## config.mk

```make
export PLATFORM = sky130hd
export DESIGN_NAME = riff_wave_pcm_stream_parser
export DESIGN_NICKNAME = d
export VERILOG_FILES = /design/src/rtl/rwp_pkg.sv /design/src/rtl/rwp_parse.sv /design/src/rtl/riff_wave_pcm_stream_parser.sv
export SDC_FILE = /design/constraint.sdc
export NUM_CORES = 1
export LEC_CHECK = 0
export ABC_CLOCK_PERIOD_IN_PS = 4600
export BUFFER_PORTS_ARGS = -buffer_cell sky130_fd_sc_hd__buf_4
export CAP_MARGIN = 20
export CORE_MARGIN = 2
export CORE_UTILIZATION = 25
export CTS_CLUSTER_SIZE = 28
export DETAILED_ROUTE_END_ITERATION = 7
export PLACE_DENSITY = 0.41
export SYNTH_ARGS = -nofsm -noshare
export SYNTH_HDL_FRONTEND = slang
export SYNTH_HIERARCHICAL = 1
export SYNTH_SLANG_ARGS = --single-unit
```

## constraint.sdc

```tcl
create_clock -name clk_i -period 4.6 [get_ports clk_i]
set_clock_uncertainty 0.1 [all_clocks]
set_input_delay 0.46 -clock clk_i [delete_from_list [all_inputs] [get_ports clk_i]]
set_output_delay 0.46 -clock clk_i [all_outputs]
set_load 0.03 [all_outputs]
```

## src/rtl/rwp_pkg.sv

```systemverilog
// ----------------------------------------------------------------------------
// rwp_pkg
// types and constants of the riff wave pcm stream parser
// ----------------------------------------------------------------------------
package rwp_pkg;

  localparam logic [31:0] TagRiff = 32'h5249_4646;
  localparam logic [31:0] TagWave = 32'h5741_5645;
  localparam logic [31:0] TagFmt  = 32'h666D_7420;
  localparam logic [31:0] TagData = 32'h6461_7461;

  localparam logic [31:0] FmtMinLen   = 32'd16;
  localparam logic [15:0] FmtPcmCode  = 16'd1;
  localparam logic [15:0] FmtChannels = 16'd1;
  localparam logic [15:0] FmtBits     = 16'd16;

  typedef enum logic [3:0] {
    PhRiff  = 4'd0,
    PhRsize = 4'd1,
    PhWave  = 4'd2,
    PhTag   = 4'd3,
    PhCsize = 4'd4,
    PhFmt   = 4'd5,
    PhFskip = 4'd6,
    PhSkip  = 4'd7,
    PhData  = 4'd8,
    PhEnd   = 4'd9
  } phase_e;

  typedef enum logic [2:0] {
    StOk       = 3'd0,
    StEarlyEnd = 3'd1,
    StNotRiff  = 3'd2,
    StNotWave  = 3'd3,
    StBadFmt   = 3'd4,
    StUnsup    = 3'd5,
    StBadData  = 3'd6
  } status_e;

  typedef struct packed {
    logic [7:0] file_byte;
    logic       is_final;
  } in_t;

  typedef struct packed {
    logic signed [15:0] pcm_sample;
    logic               sample_valid;
    logic               finished;
    logic [2:0]         status;
    logic [31:0]        rate_found;
  } out_t;

endpackage

```

## src/rtl/rwp_parse.sv

```systemverilog
// ----------------------------------------------------------------------------
// rwp_parse
// parser state and per-byte next-state logic, one byte per enabled cycle
// ----------------------------------------------------------------------------
module rwp_parse (
  input  logic          clk_i,
  input  logic          rst_ni,
  input  logic          step_i,
  input  rwp_pkg::in_t  item_i,
  output rwp_pkg::out_t res_o,
  output logic          res_valid_o
);
  import rwp_pkg::*;

  phase_e      phase_q, phase_d;
  logic [3:0]  fbc_q, fbc_d;
  logic [31:0] tag_q, tag_d;
  logic [31:0] len_q, len_d;
  logic [15:0] fcode_q, fcode_d;
  logic [15:0] chans_q, chans_d;
  logic [15:0] sbits_q, sbits_d;
  logic [31:0] rate_q, rate_d;
  logic        seen_q, seen_d;
  logic [7:0]  low_q, low_d;

  logic [7:0]  b;
  logic [31:0] tag_next;
  logic [31:0] len_next;
  logic [31:0] rate_next;
  logic [15:0] sbits_full;
  logic        fmt_ok;
  logic        done;
  logic        got_sample;
  status_e     st;

  assign b          = item_i.file_byte;
  assign tag_next   = {tag_q[23:0], b};
  assign sbits_full = {b, sbits_q[7:0]};
  assign fmt_ok     = (fcode_q == FmtPcmCode) && (chans_q == FmtChannels) &&
                      (sbits_full == FmtBits);

  always_comb begin
    case (fbc_q[1:0])
      2'd0:    len_next = {24'd0, b};
      2'd1:    len_next = len_q | {16'd0, b, 8'd0};
      2'd2:    len_next = len_q | {8'd0, b, 16'd0};
      default: len_next = len_q | {b, 24'd0};
    endcase
  end

  // sample rate bytes of the fmt chunk
  always_comb begin
    rate_next = rate_q;
    if (phase_q == PhFmt) begin
      case (fbc_q)
        4'd4:    rate_next = {24'd0, b};
        4'd5:    rate_next = rate_q | {16'd0, b, 8'd0};
        4'd6:    rate_next = rate_q | {8'd0, b, 16'd0};
        4'd7:    rate_next = rate_q | {b, 24'd0};
        default: ;
      endcase
    end
  end

  // next state
  always_comb begin
    phase_d = phase_q;
    fbc_d   = fbc_q;
    tag_d   = tag_q;
    len_d   = len_q;
    fcode_d = fcode_q;
    chans_d = chans_q;
    sbits_d = sbits_q;
    rate_d  = rate_q;
    seen_d  = seen_q;
    low_d   = low_q;
    case (phase_q)
      PhRiff, PhWave, PhTag: begin
        tag_d = tag_next;
        fbc_d = fbc_q + 4'd1;
        if (fbc_q == 4'd3) begin
          fbc_d = '0;
          case (phase_q)
            PhRiff:  phase_d = PhRsize;
            PhWave:  phase_d = PhTag;
            default: phase_d = PhCsize;
          endcase
        end
      end
      PhRsize: begin
        fbc_d = fbc_q + 4'd1;
        if (fbc_q == 4'd3) begin
          fbc_d   = '0;
          phase_d = PhWave;
        end
      end
      PhCsize: begin
        len_d = len_next;
        fbc_d = fbc_q + 4'd1;
        if (fbc_q == 4'd3) begin
          fbc_d = '0;
          if (tag_q == TagFmt) begin
            phase_d = PhFmt;
          end else if (tag_q == TagData) begin
            phase_d = (len_next == '0) ? PhTag : PhData;
          end else begin
            fbc_d   = {3'd0, len_next[0]};
            phase_d = (len_next == '0) ? PhTag : PhSkip;
          end
        end
      end
      PhFmt: begin
        rate_d = rate_next;
        case (fbc_q)
          4'd0:    fcode_d = {8'd0, b};
          4'd1:    fcode_d = {b, fcode_q[7:0]};
          4'd2:    chans_d = {8'd0, b};
          4'd3:    chans_d = {b, chans_q[7:0]};
          4'd14:   sbits_d = {8'd0, b};
          4'd15:   sbits_d = sbits_full;
          default: ;
        endcase
        fbc_d = fbc_q + 4'd1;
        if (fbc_q == 4'd15) begin
          fbc_d   = '0;
          seen_d  = 1'b1;
          len_d   = len_q - FmtMinLen;
          phase_d = (len_q == FmtMinLen) ? PhTag : PhFskip;
        end
      end
      PhFskip: begin
        len_d = len_q - 32'd1;
        if (len_q == 32'd1) phase_d = PhTag;
      end
      PhSkip: begin
        if (len_q != '0) begin
          len_d = len_q - 32'd1;
        end else begin
          fbc_d = '0;
        end
        if ((len_q == '0) || ((len_q == 32'd1) && (fbc_q == '0))) phase_d = PhTag;
      end
      PhData: begin
        if (!fbc_q[0]) begin
          low_d = b;
          fbc_d = 4'd1;
        end else begin
          fbc_d = '0;
        end
        len_d = len_q - 32'd1;
      end
      default: ;
    endcase
    if (done) phase_d = PhEnd;
  end

  // outputs
  always_comb begin
    done       = 1'b0;
    got_sample = 1'b0;
    st         = StOk;
    case (phase_q)
      PhRiff: begin
        if ((fbc_q == 4'd3) && (tag_next != TagRiff)) begin
          done = 1'b1;
          st   = StNotRiff;
        end
      end
      PhWave: begin
        if ((fbc_q == 4'd3) && (tag_next != TagWave)) begin
          done = 1'b1;
          st   = StNotWave;
        end
      end
      PhCsize: begin
        if (fbc_q == 4'd3) begin
          if ((tag_q == TagFmt) && (len_next < FmtMinLen)) begin
            done = 1'b1;
            st   = StBadFmt;
          end else if ((tag_q == TagData) && (!seen_q || len_next[0])) begin
            done = 1'b1;
            st   = StBadData;
          end
        end
      end
      PhFmt: begin
        if ((fbc_q == 4'd15) && !fmt_ok) begin
          done = 1'b1;
          st   = StUnsup;
        end
      end
      PhData: begin
        got_sample = fbc_q[0];
        if (len_q == 32'd1) begin
          done = 1'b1;
          st   = StOk;
        end
      end
      default: ;
    endcase
    if (!done && item_i.is_final && (phase_q != PhEnd)) begin
      done = 1'b1;
      st   = StEarlyEnd;
    end
    res_o.pcm_sample   = got_sample ? {b, low_q} : '0;
    res_o.sample_valid = got_sample;
    res_o.finished     = done;
    res_o.status       = done ? st : StOk;
    res_o.rate_found   = rate_next;
    res_valid_o        = step_i && (phase_q != PhEnd) && (got_sample || done);
  end

  always_ff @(posedge clk_i or negedge rst_ni) begin
    if (!rst_ni) begin
      phase_q <= PhRiff;
      fbc_q   <= '0;
      tag_q   <= '0;
      len_q   <= '0;
      fcode_q <= '0;
      chans_q <= '0;
      sbits_q <= '0;
      rate_q  <= '0;
      seen_q  <= 1'b0;
      low_q   <= '0;
    end else if (step_i) begin
      phase_q <= phase_d;
      fbc_q   <= fbc_d;
      tag_q   <= tag_d;
      len_q   <= len_d;
      fcode_q <= fcode_d;
      chans_q <= chans_d;
      sbits_q <= sbits_d;
      rate_q  <= rate_d;
      seen_q  <= seen_d;
      low_q   <= low_d;
    end
  end

endmodule

```

## src/rtl/riff_wave_pcm_stream_parser.sv

```systemverilog
// ----------------------------------------------------------------------------
// riff_wave_pcm_stream_parser
// byte-wide wav parser giving mono 16-bit pcm samples and a final status
// ----------------------------------------------------------------------------
// Takes one file byte per cycle unless held by the result side; a byte passes
// an input register, then the parser logic, then the result register, so a
// result word is registered when the parser steps on its byte. The rate is
// set by the single parser stage, which updates counters and shift registers
// once per byte; a result word that waits for out_ready_i holds the parser
// and the byte behind it. A result word leaves for every completed sample and
// once when parsing ends; bytes after the end are taken and dropped until reset.
module riff_wave_pcm_stream_parser (
  input  logic          clk_i,
  input  logic          rst_ni,
  input  logic          in_valid_i,
  output logic          in_ready_o,
  input  rwp_pkg::in_t  in_data_i,
  output logic          out_valid_o,
  input  logic          out_ready_i,
  output rwp_pkg::out_t out_data_o
);
  import rwp_pkg::*;

  in_t  in_q;
  logic in_valid_q;
  out_t out_q;
  logic out_valid_q;
  out_t res;
  logic res_valid;
  logic step;

  assign step       = in_valid_q && (!out_valid_q || out_ready_i);
  assign in_ready_o = !in_valid_q || step;

  rwp_parse u_parse (
    .clk_i       (clk_i),
    .rst_ni      (rst_ni),
    .step_i      (step),
    .item_i      (in_q),
    .res_o       (res),
    .res_valid_o (res_valid)
  );

  always_ff @(posedge clk_i or negedge rst_ni) begin
    if (!rst_ni) begin
      in_valid_q <= 1'b0;
    end else if (in_ready_o) begin
      in_valid_q <= in_valid_i;
    end
  end

  always_ff @(posedge clk_i) begin
    if (in_ready_o && in_valid_i) in_q <= in_data_i;
  end

  always_ff @(posedge clk_i or negedge rst_ni) begin
    if (!rst_ni) begin
      out_valid_q <= 1'b0;
    end else if (res_valid) begin
      out_valid_q <= 1'b1;
    end else if (out_ready_i) begin
      out_valid_q <= 1'b0;
    end
  end

  always_ff @(posedge clk_i) begin
    if (res_valid) out_q <= res;
  end

  assign out_valid_o = out_valid_q;
  assign out_data_o  = out_q;

endmodule

```

==> impl_metrics.py, run 1 <==
metrics = {
    "logic_synthesis": {
        "synth_area_sq_um": 10900,
        "synth_edf_count": 62,
        "synth_compound_area_frac": 0.154,
        "synthXorXnorAreaFrac": 0.00160,
        "synthAdderAreaFrac": 0.0103,
        "yosys.area_share.simple": 0.202,
        "synth_top_family_by_area": "simple AND/OR/NAND/NOR gates",
        "synthFlopType": "dfrtp_1",
        "synthArstFlopShare": 0.714,
        "synth_fp_nets": 1102,
        "ys_ff_latch": 217,
        "ys_warn_count": 6,
        "ys_seq_area_frac": 0.525,
        "synth.area.mux_share": 0.0731,
        "synth.avg_cell_area_sq_um": 10.1,
        "netlist_instances": 1080,
        "synth_cell_types": 82,
    },
    "global_routing": {
        "grtUsageTotal": 0.158,
        "grt_pass1_wl_microns": 54300,
        "grt_max_degree": 87,
        "grt-ovfl-total": 0,
        "antenna_found_initial": 0,
        "grt_pass1_vias": 8422,
    },
    "critical_path": {
        "end_kind": "flop",
        "rr_endpoint": "out_data_o[22]",
        "cp.required_ns": 4.73,
        "path_delay_family": "simple AND/OR/NAND/NOR gates",
        "critPathLaunch": "u_parse/fbc_q[0]",
        "cp.depth": 10,
        "crit_type": "flop to flop",
        "cpMostUsedCell": "nand4_1",
        "reg2reg_slack_ns": 0.63,
        "timing.rr.start": "u_parse/fbc_q[0]",
        "crit_fanout": 49,
        "crit_end": "out_data_o[22]",
        "slowest_stage": "nor4_1",
        "crit_buf_inv": 2,
        "crit_path_max_incr_delay_ns": 0.65,
        "path_cells": "inv_1 > ha_1 > or2_1 > nand2_1 > nand4_1 > nor4_1 > nand4_1 > nand2_2 > o221a_2 > buf_12",
        "critical_path.startpoint_type": "flop",
        "r2r_cells": 10,
        "arrival_ns": 4.10,
    },
    "placed_design": {
        "port_buffers": 67,
        "place_hpwl_microns": 24300,
        "detailed_place.area_sq_um": 12100,
        "place_ws_ns": 0.707,
        "dp_cells": 1688,
        "gp_congestion": 0.894,
    },
    "timing": {
        "worst_pin_slew_ns": 0.886,
        "holdWs_ns": 0.0865,
        "period_minus_slack_ns": 3.97,
        "rsz0062_at_grt": "false",
        "relSlewSlack": 0.404,
        "drv_slew": 0,
        "hold_violations": 0,
        "finalSetupViolations": 0,
        "layout_setup_ws_ns": 0.628,
        "post-route-period-util": 0.863,
        "fmax_mhz": 252,
        "fin_tns_setup_ns": 0,
    },
    "clock_network": {
        "cts.clk_slew.worst_paths_ns": 0.06,
        "clock_sinks": 217,
        "clkLatencyLatePin_ns": 0.56,
        "h-tree-depth": 1,
        "cts_buffers": 27,
        "root_buffer": "clkbuf_16",
        "cts_tree": "built",
        "cts_setup_buffers": 0,
        "clockBufferDepth": 3,
        "cts_resized": 0,
    },
    "floorplan": {
        "dieArea_sq_um": 45500,
        "rows": 76,
        "die_h_microns": 213,
        "die_x_microns": 213,
        "coreArea_sq_um": 43200,
        "start_util": 0.253,
        "ios": 68,
    },
    "power_and_ir_drop": {
        "vdd_ir_drop_max_uv": 267,
        "power_density_nw_per_um2": 553,
        "p_total_mw": 7.23,
        "p_leak_nw": 5.53,
    },
    "final_layout": {
        "syn2layout_area_growth_pct": 19.4,
        "mostFrequentLayoutCell": "dfrtp_1",
        "final_cell_mix": "155 x dfrtp_1, 146 x nand2_1, 96 x buf_4",
        "nNetsFinal": 1165,
        "layout.cells.non_filler": 1748,
        "final_area_sq_um": 13100,
        "final_layout_size_suffix_gt1_frac": 0.197,
        "n_antenna_cell": 0,
        "utilization": 0.303,
        "n_fill_cell": 4564,
    },
    "detailed_routing": {
        "vias_per_cell": 5.01,
        "num_vias": 8765,
        "drt_iter0_drc": 682,
        "antenna_left": 0,
        "wl_microns": 35700,
        "wl_per_cell_microns": 20.4,
        "drt_pass1_iterations": 5,
        "drcViolationCount": 0,
    },
    "hold_path": {
        "min_path_type": "primary input to flop",
    },
    "run_status": {
        "status": "finished, final reports clean",
    },
    "flow_run": {
        "maxCapViolCount": 0,
    },
}
==> cell usage after synthesis (4+ instances only) <==
cell	count	area (sq um)
dfrtp_1	155	3880
nand2_1	146	548
o21ai_0	73	365
mux2_2	71	800
nor2_1	71	267
a21oi_1	66	330
edfxtp_1	62	1860
clkbuf_1	55	206
o21ai_1	36	180
nor3_1	30	150
nor4_1	28	175
a22o_1	23	201
and3_1	20	125
inv_1	18	67.6
nand4_1	17	106
nor2b_1	17	106
buf_2	14	70.1
nand3_1	13	65.1
a31oi_1	11	68.8
nand2b_1	10	62.6
and2_1	9	56.3
ha_1	9	113
a22oi_1	7	52.6
nor4b_1	6	52.6
o22ai_1	6	37.5
o211ai_1	5	37.5
o21a_1	5	37.5
or3_1	5	31.3
buf_4	4	30.0
nand3b_1	4	30.0
==> power by group <==
part	internal, mW	switching [mW]	total [mW]
Combinational	0.867	1.54	2.40
Sequential	2.34	0.482	2.82
Clock	1.16	0.848	2.00
Total	4.36	2.87	7.23
==> logic make-up after synthesis <==
logic type	Yosys count
buffers and inverters	93
AO/OA/AOI/OAI	269
adder cells (fa/ha/maj)	9
XOR/XNOR	2
multiplexers	71
flip-flops	217
AND/OR/NAND/NOR	419
==> layout make-up <==
cell class                 instances  area (sq um)  share of cell area
sequential                       217          5740               0.440
multi-input combinational        770          4840               0.371
timing repair buffer             109           862              0.0660
clock buffer                      45           783              0.0600
tap                              585           732              0.0560
inverter                          18          67.6             0.00517
clock inverter                     4          35.0             0.00268
==> metal layers <==
| layer | vias to the layer above | GRT usage | routed length, microns |
|---|---|---|---|
| li1 | 4092 | - | - |
| met4 | 0 | 0.0330 | 723 |
| met5 | - | 0 | 0 |
| met3 | 38 | 0.0228 | 1780 |
| met1 | 4368 | 0.232 | 17300 |
| met2 | 267 | 0.244 | 15900 |
==> registers in the layout, summed over array words and instances (netlist names), 8 cells and up <==
| register | count |
|---|---|
| u_parse/len_q | 32 |
| in_q | 9 |
| u_parse/tag_q | 32 |
| out_data_o | 53 |
| u_parse/low_q | 8 |
| u_parse/rate_q | 32 |
| u_parse/fcode_q | 16 |
| u_parse/chans_q | 16 |
| u_parse/sbits_q | 8 |
==> worst register-to-register path: cells and delay by family, from the launching register on <==
family / cells / cell delay (ns)
adder cells (fa/ha/maj): 1 / 0.39
buffers and inverters: 2 / 0.40
AO/OA/AOI/OAI: 1 / 0.34
flip-flops: 1 / 0.40
AND/OR/NAND/NOR: 6 / 1.93
==> worst min-delay path by stage <==
stage	startpoint	end	slack [ns]	cells past startpoint
3_5_place_dp	u_parse/rate_q[31]	u_parse/rate_q[31]	0.36	2
5_1_grt	out_ready_i	in_valid_q	0.09	3
6_report	out_ready_i	out_valid_o	0.09	3
3_3_place_gp	u_parse/rate_q[16]	u_parse/rate_q[16]	0.36	2
4_1_cts	out_ready_i	out_valid_o	0.06	3
2_1_floorplan	rst_ni	in_valid_q	0.06	0
==> repair_timing <==
action / in CTS / in global routing
endpoints found under the hold margin: 94 / 0
hold buffers: 11 / 0
setup endpoints to repair: 0 / 0
Power figures use the tool's default switching activity.
==> inputs of run 2 (changes only) <==
Settings changed: CORE_UTILIZATION 25 to 48, GPL_TIMING_DRIVEN set to 0, PLACE_DENSITY 0.41 to 0.66.
==> run 2 against run 1 <==
Wire length shrank 13%. Die area shrank 47%. Critical path depth is the same. Final area shrank 3.1%. Global-route usage grew 10 points. Critical endpoint is now out_data_o[4]. Largest cell class unchanged. Critical path type unchanged.
==> impl_metrics.py, run 2 (same netlist as run 1, synthesis figures left out) <==
metrics = {
    "placed_design": {
        "place_ws_ns": 0.337,
        "port_buffers": 67,
        "dp_cells": 1434,
        "gp_congestion": 0.961,
        "detailed_place.area_sq_um": 11900,
        "place_hpwl_microns": 21600,
    },
    "clock_network": {
        "cts_setup_buffers": 0,
        "h-tree-depth": 1,
        "cts_buffers": 24,
        "clockBufferDepth": 3,
        "clkLatencyLatePin_ns": 0.52,
        "root_buffer": "clkbuf_16",
        "clock_sinks": 217,
        "cts_tree": "built",
        "cts.clk_slew.worst_paths_ns": 0.06,
    },
    "detailed_routing": {
        "drcViolationCount": 0,
        "drt_iter0_drc": 764,
        "antenna_left": 0,
        "vias_per_cell": 6.15,
        "num_vias": 9090,
        "wl_per_cell_microns": 21.1,
        "wl_microns": 31200,
        "drt_pass1_iterations": 7,
    },
    "final_layout": {
        "final_area_sq_um": 12700,
        "n_antenna_cell": 0,
        "layout.cells.non_filler": 1479,
        "largest_reg_flops": 53,
        "syn2layout_area_growth_pct": 15.7,
        "utilization": 0.562,
        "nNetsFinal": 1198,
        "mostFrequentLayoutCell": "dfrtp_1",
        "final_layout_size_suffix_gt1_frac": 0.182,
        "final_cell_mix": "155 x dfrtp_1, 146 x nand2_1, 73 x o21ai_0",
    },
    "floorplan": {
        "rows": 55,
        "die_h_microns": 155,
        "start_util": 0.486,
        "ios": 68,
        "dieArea_sq_um": 24000,
        "coreArea_sq_um": 22500,
        "die_x_microns": 155,
    },
    "power_and_ir_drop": {
        "pwr-share-clk": 0.267,
        "switching_share": 0.389,
        "p_int_mw": 4.34,
        "vdd_ir_drop_max_uv": 316,
        "p_sw_mw": 2.76,
        "p_leak_nw": 5.46,
        "power_density_nw_per_um2": 561,
        "seqPwrFrac": 0.376,
        "combPwrFrac": 0.357,
    },
    "critical_path": {
        "arrival_ns": 4.45,
        "crit_path_max_incr_delay_ns": 0.81,
        "r2r_cells": 10,
        "path_cells": "ha_1 > or2_1 > buf_2 > a21oi_1 > o211ai_1 > nor4_1 > nand4_1 > nand2_2 > o221a_2 > buf_12",
        "rr_endpoint": "out_data_o[4]",
        "slowest_stage": "nor4_1",
        "crit_fanout": 37,
        "reg2reg_slack_ns": 0.25,
        "cp.required_ns": 4.70,
        "end_kind": "flop",
        "crit_type": "flop to flop",
        "critical_path.startpoint_type": "flop",
        "timing.rr.start": "u_parse/fbc_q[0]",
    },
    "global_routing": {
        "grt_pass1_wl_microns": 49500,
        "grt_max_degree": 84,
        "grtUsageTotal": 0.260,
        "grt_pass1_vias": 8786,
        "antenna_found_initial": 0,
        "grt-ovfl-total": 0,
    },
    "timing": {
        "worst_pin_slew_ns": 0.937,
        "finalSetupViolations": 0,
        "fmax_mhz": 230,
        "period_minus_slack_ns": 4.35,
        "hold_violations": 0,
        "drv_slew": 0,
        "relSlewSlack": 0.370,
        "layout_setup_ws_ns": 0.247,
        "post-route-period-util": 0.946,
        "rsz0062_at_grt": "false",
    },
    "flow_run": {
        "maxCapViolCount": 0,
    },
    "hold_path": {
        "whs_path_depth": 1,
        "hold_end": "in_q[2]",
        "min_path_type": "primary input to flop",
        "hp-start": "in_data_i[2]",
    },
    "run_status": {
        "status": "finished, final reports clean",
    },
}
-- run 2: critical path, delay by kind of cell (launching register included) --
kind                     cells  cell delay [ns]
adder cells (fa/ha/maj)      1             0.35
AO/OA/AOI/OAI                3             0.94
buffers and inverters        2             0.48
flip-flops                   1             0.45
AND/OR/NAND/NOR              4             1.69
-- run 2: how the worst max path moves through the flow --
stage,start,endpoint,slack (ns),cells past startpoint
finish,u_parse/fbc_q[0],out_data_o[4],0.25,10
global route,u_parse/fbc_q[1],out_data_o[5],0.01,11
CTS,u_parse/fbc_q[0],out_data_o[1],0.33,10
detailed placement,u_parse/fbc_q[1],out_data_o[5],0.34,11
global placement,u_parse/fbc_q[0],out_data_o[7],-0.91,9
floorplan,u_parse/fbc_q[1],out_data_o[0],0.51,10
-- run 2: area by class of cell --
type                            instances  area (sq um)
Fill cell                            1944          9850
Sequential cell                       217          5740
Multi-Input combinational cell        770          4820
Clock buffer                           33           697
Timing Repair Buffer                   70           568
Tap cell                              285           357
Buffer                                 75           314
Clock inverter                         11          91.3
Inverter                               18          67.6
-- run 2: what timing repair did --
action,in CTS,in global routing
hold buffers,1,0
gates resized for setup,0,0
hold endpoints to repair,72,0
-- run 2: power by group through the flow --
stage	Sequential, mW	Combinational [mW]	Clock, mW
floorplan	2.64	1.74	0
global placement	2.69	2.44	0
detailed placement	2.69	2.46	0
CTS	2.66	2.48	1.94
global route	2.72	2.77	2.02
finish	2.67	2.53	1.90
-- run 2: metrics by stage --
step	power (mW)	hold slack [ns]	setup TNS [ns]
after floorplan	4.38	0.0644	0
after global placement	5.13	0.357	-48.62
after detailed placement	5.16	0.359	0
after CTS	7.08	0.0121	0
after global routing	7.51	0.0125	0
final	7.10	0.0252	0
-- run 2: layer usage --
layer | wire length (microns) | global-route usage | share of wire
met1 | 13700 | 0.374 | 0.44
met2 | 14100 | 0.405 | 0.45
met3 | 2250 | 0.0334 | 0.072
met4 | 1130 | 0.0979 | 0.036
met5 | 0 | 0 | 0
==> inputs of run 3 (changes only) <==
Settings changed: CORE_UTILIZATION 48 to 50, PLACE_DENSITY 0.66 to 0.69.
==> run 3 against run 2 <==
Die area shrank 3.9%. Sequential share of layout area is essentially flat. Worst hold slack lost 0.015 ns. Power grew 0.70%. Non-clock buffer count grew 1. Critical path type unchanged. Largest power group unchanged.
==> impl_metrics.py, run 3 (same netlist as run 1, synthesis figures left out) <==
metrics = {
    "critical_path": {
        "reg2reg_slack_ns": 0.30,
        "end_kind": "flop",
        "r2r_cells": 10,
        "slowest_stage": "nor4_1",
        "rr_endpoint": "out_data_o[18]",
        "critical_path.startpoint_type": "flop",
        "critPathLaunch": "u_parse/fbc_q[0]",
        "crit_type": "flop to flop",
        "crit_path_max_incr_delay_ns": 0.70,
        "crit_fanout": 36,
        "cpMostUsedCell": "nand4_1",
        "path_cells": "ha_1 > buf_4 > nor2b_1 > o21ai_0 > nand4_1 > nor4_1 > nand4_1 > nand2_2 > o221a_2 > buf_12",
        "arrival_ns": 4.42,
        "cp.required_ns": 4.71,
        "timing.rr.start": "u_parse/fbc_q[0]",
    },
    "clock_network": {
        "cts_resized": 0,
        "cts.clk_slew.worst_paths_ns": 0.06,
        "cts_buffers": 24,
        "root_buffer": "clkbuf_16",
        "clock_sinks": 217,
        "clockBufferDepth": 3,
        "clkLatencyLatePin_ns": 0.53,
        "cts_tree": "built",
        "cts_setup_buffers": 0,
        "h-tree-depth": 1,
    },
    "detailed_routing": {
        "drcViolationCount": 0,
        "vias_per_cell": 6.17,
        "num_vias": 9097,
        "wl_microns": 31000,
        "drt_pass1_iterations": 6,
        "antenna_left": 0,
        "wl_per_cell_microns": 21.0,
        "drt_iter0_drc": 928,
    },
    "timing": {
        "drv_slew": 0,
        "worst_pin_slew_ns": 1.14,
        "relSlewSlack": 0.241,
        "rsz0062_at_grt": "false",
        "period_minus_slack_ns": 4.30,
        "fin_tns_setup_ns": 0,
        "hold_violations": 0,
        "fmax_mhz": 232,
        "post-route-period-util": 0.936,
        "finalSetupViolations": 0,
    },
    "hold_path": {
        "hp-start": "in_data_i[2]",
        "hold_end": "in_q[2]",
        "min_path_type": "primary input to flop",
        "whs_path_depth": 1,
    },
    "floorplan": {
        "start_util": 0.506,
        "dieArea_sq_um": 23100,
        "die_h_microns": 152,
        "die_x_microns": 152,
        "coreArea_sq_um": 21600,
        "rows": 54,
        "ios": 68,
    },
    "power_and_ir_drop": {
        "vdd_ir_drop_max_uv": 330,
        "p_leak_nw": 5.47,
        "power_density_nw_per_um2": 565,
        "p_total_mw": 7.15,
    },
    "global_routing": {
        "antenna_found_initial": 0,
        "grt-ovfl-total": 0,
        "grtUsageTotal": 0.265,
        "grt_max_degree": 120,
        "grt_pass1_wl_microns": 49300,
        "grt_pass1_vias": 8745,
    },
    "final_layout": {
        "final_cell_mix": "155 x dfrtp_1, 146 x nand2_1, 73 x o21ai_0",
        "mostFrequentLayoutCell": "dfrtp_1",
        "largest_reg_flops": 53,
        "n_antenna_cell": 0,
        "nNetsFinal": 1199,
        "syn2layout_area_growth_pct": 15.8,
        "final_layout_size_suffix_gt1_frac": 0.184,
    },
    "flow_run": {
        "maxCapViolCount": 0,
    },
    "placed_design": {
        "gp_congestion": 0.957,
        "place_hpwl_microns": 21200,
        "port_buffers": 67,
    },
    "run_status": {
        "status": "finished, final reports clean",
    },
}
## run 3: metrics by stage
stage,area [sq um],hold slack (ns),cells,util,setup WS (ns)
final,12700,0.0101,1474,0.586,0.296
after global routing,12700,0.00510,1474,0.586,0.168
after CTS,12700,0.00254,1474,0.586,0.397
after detailed placement,11900,0.254,1429,0.548,0.410
after global placement,11800,0.358,1427,0.546,-0.788
after floorplan,10900,0.0644,1080,-,0.513
## run 3: critical path, delay by kind of cell (launching register included)
kind | cells | cell delay, ns
simple gates | 5 | 1.60
fa+ha+maj | 1 | 0.38
compound gates | 2 | 0.88
buf+inv | 2 | 0.56
flops | 1 | 0.43
## run 3: what timing repair did
action / CTS / global route
setup endpoints to repair: 0 / 0
hold buffers: 2 / 0
endpoints found under the hold margin: 37 / 0
## run 3: how the worst max path moves through the flow
stage / end / slack [ns] / depth (start not counted)
2_1_floorplan: out_data_o[0] / 0.51 / 10
3_3_place_gp: out_data_o[5] / -0.79 / 9
3_5_place_dp: out_data_o[5] / 0.41 / 11
4_1_cts: out_data_o[24] / 0.40 / 11
5_1_grt: out_data_o[0] / 0.17 / 10
6_report: out_data_o[18] / 0.30 / 10
## run 3: final cells by class
type	count	area [sq um]
Fill cell	1838	8950
Sequential cell	217	5740
Multi-Input combinational cell	770	4820
Clock buffer	33	697
Timing Repair Buffer	71	578
Tap cell	280	350
Buffer	75	314
Clock inverter	10	100
Inverter	18	67.6
## run 3: metal layers
metal | routed length, microns | vias to the layer above | GRT usage
met3 | 2470 | 54 | 0.0411
met4 | 827 | 0 | 0.0734
met5 | 0 | - | 0
met1 | 13300 | 4471 | 0.382
met2 | 14400 | 408 | 0.420
li1 | - | 4164 | -
## run 3: report_power, final
part	switching, mW	total, mW	internal (mW)
logic	1.66	2.54	0.885
clock network	0.814	1.94	1.13
registers	0.337	2.67	2.34
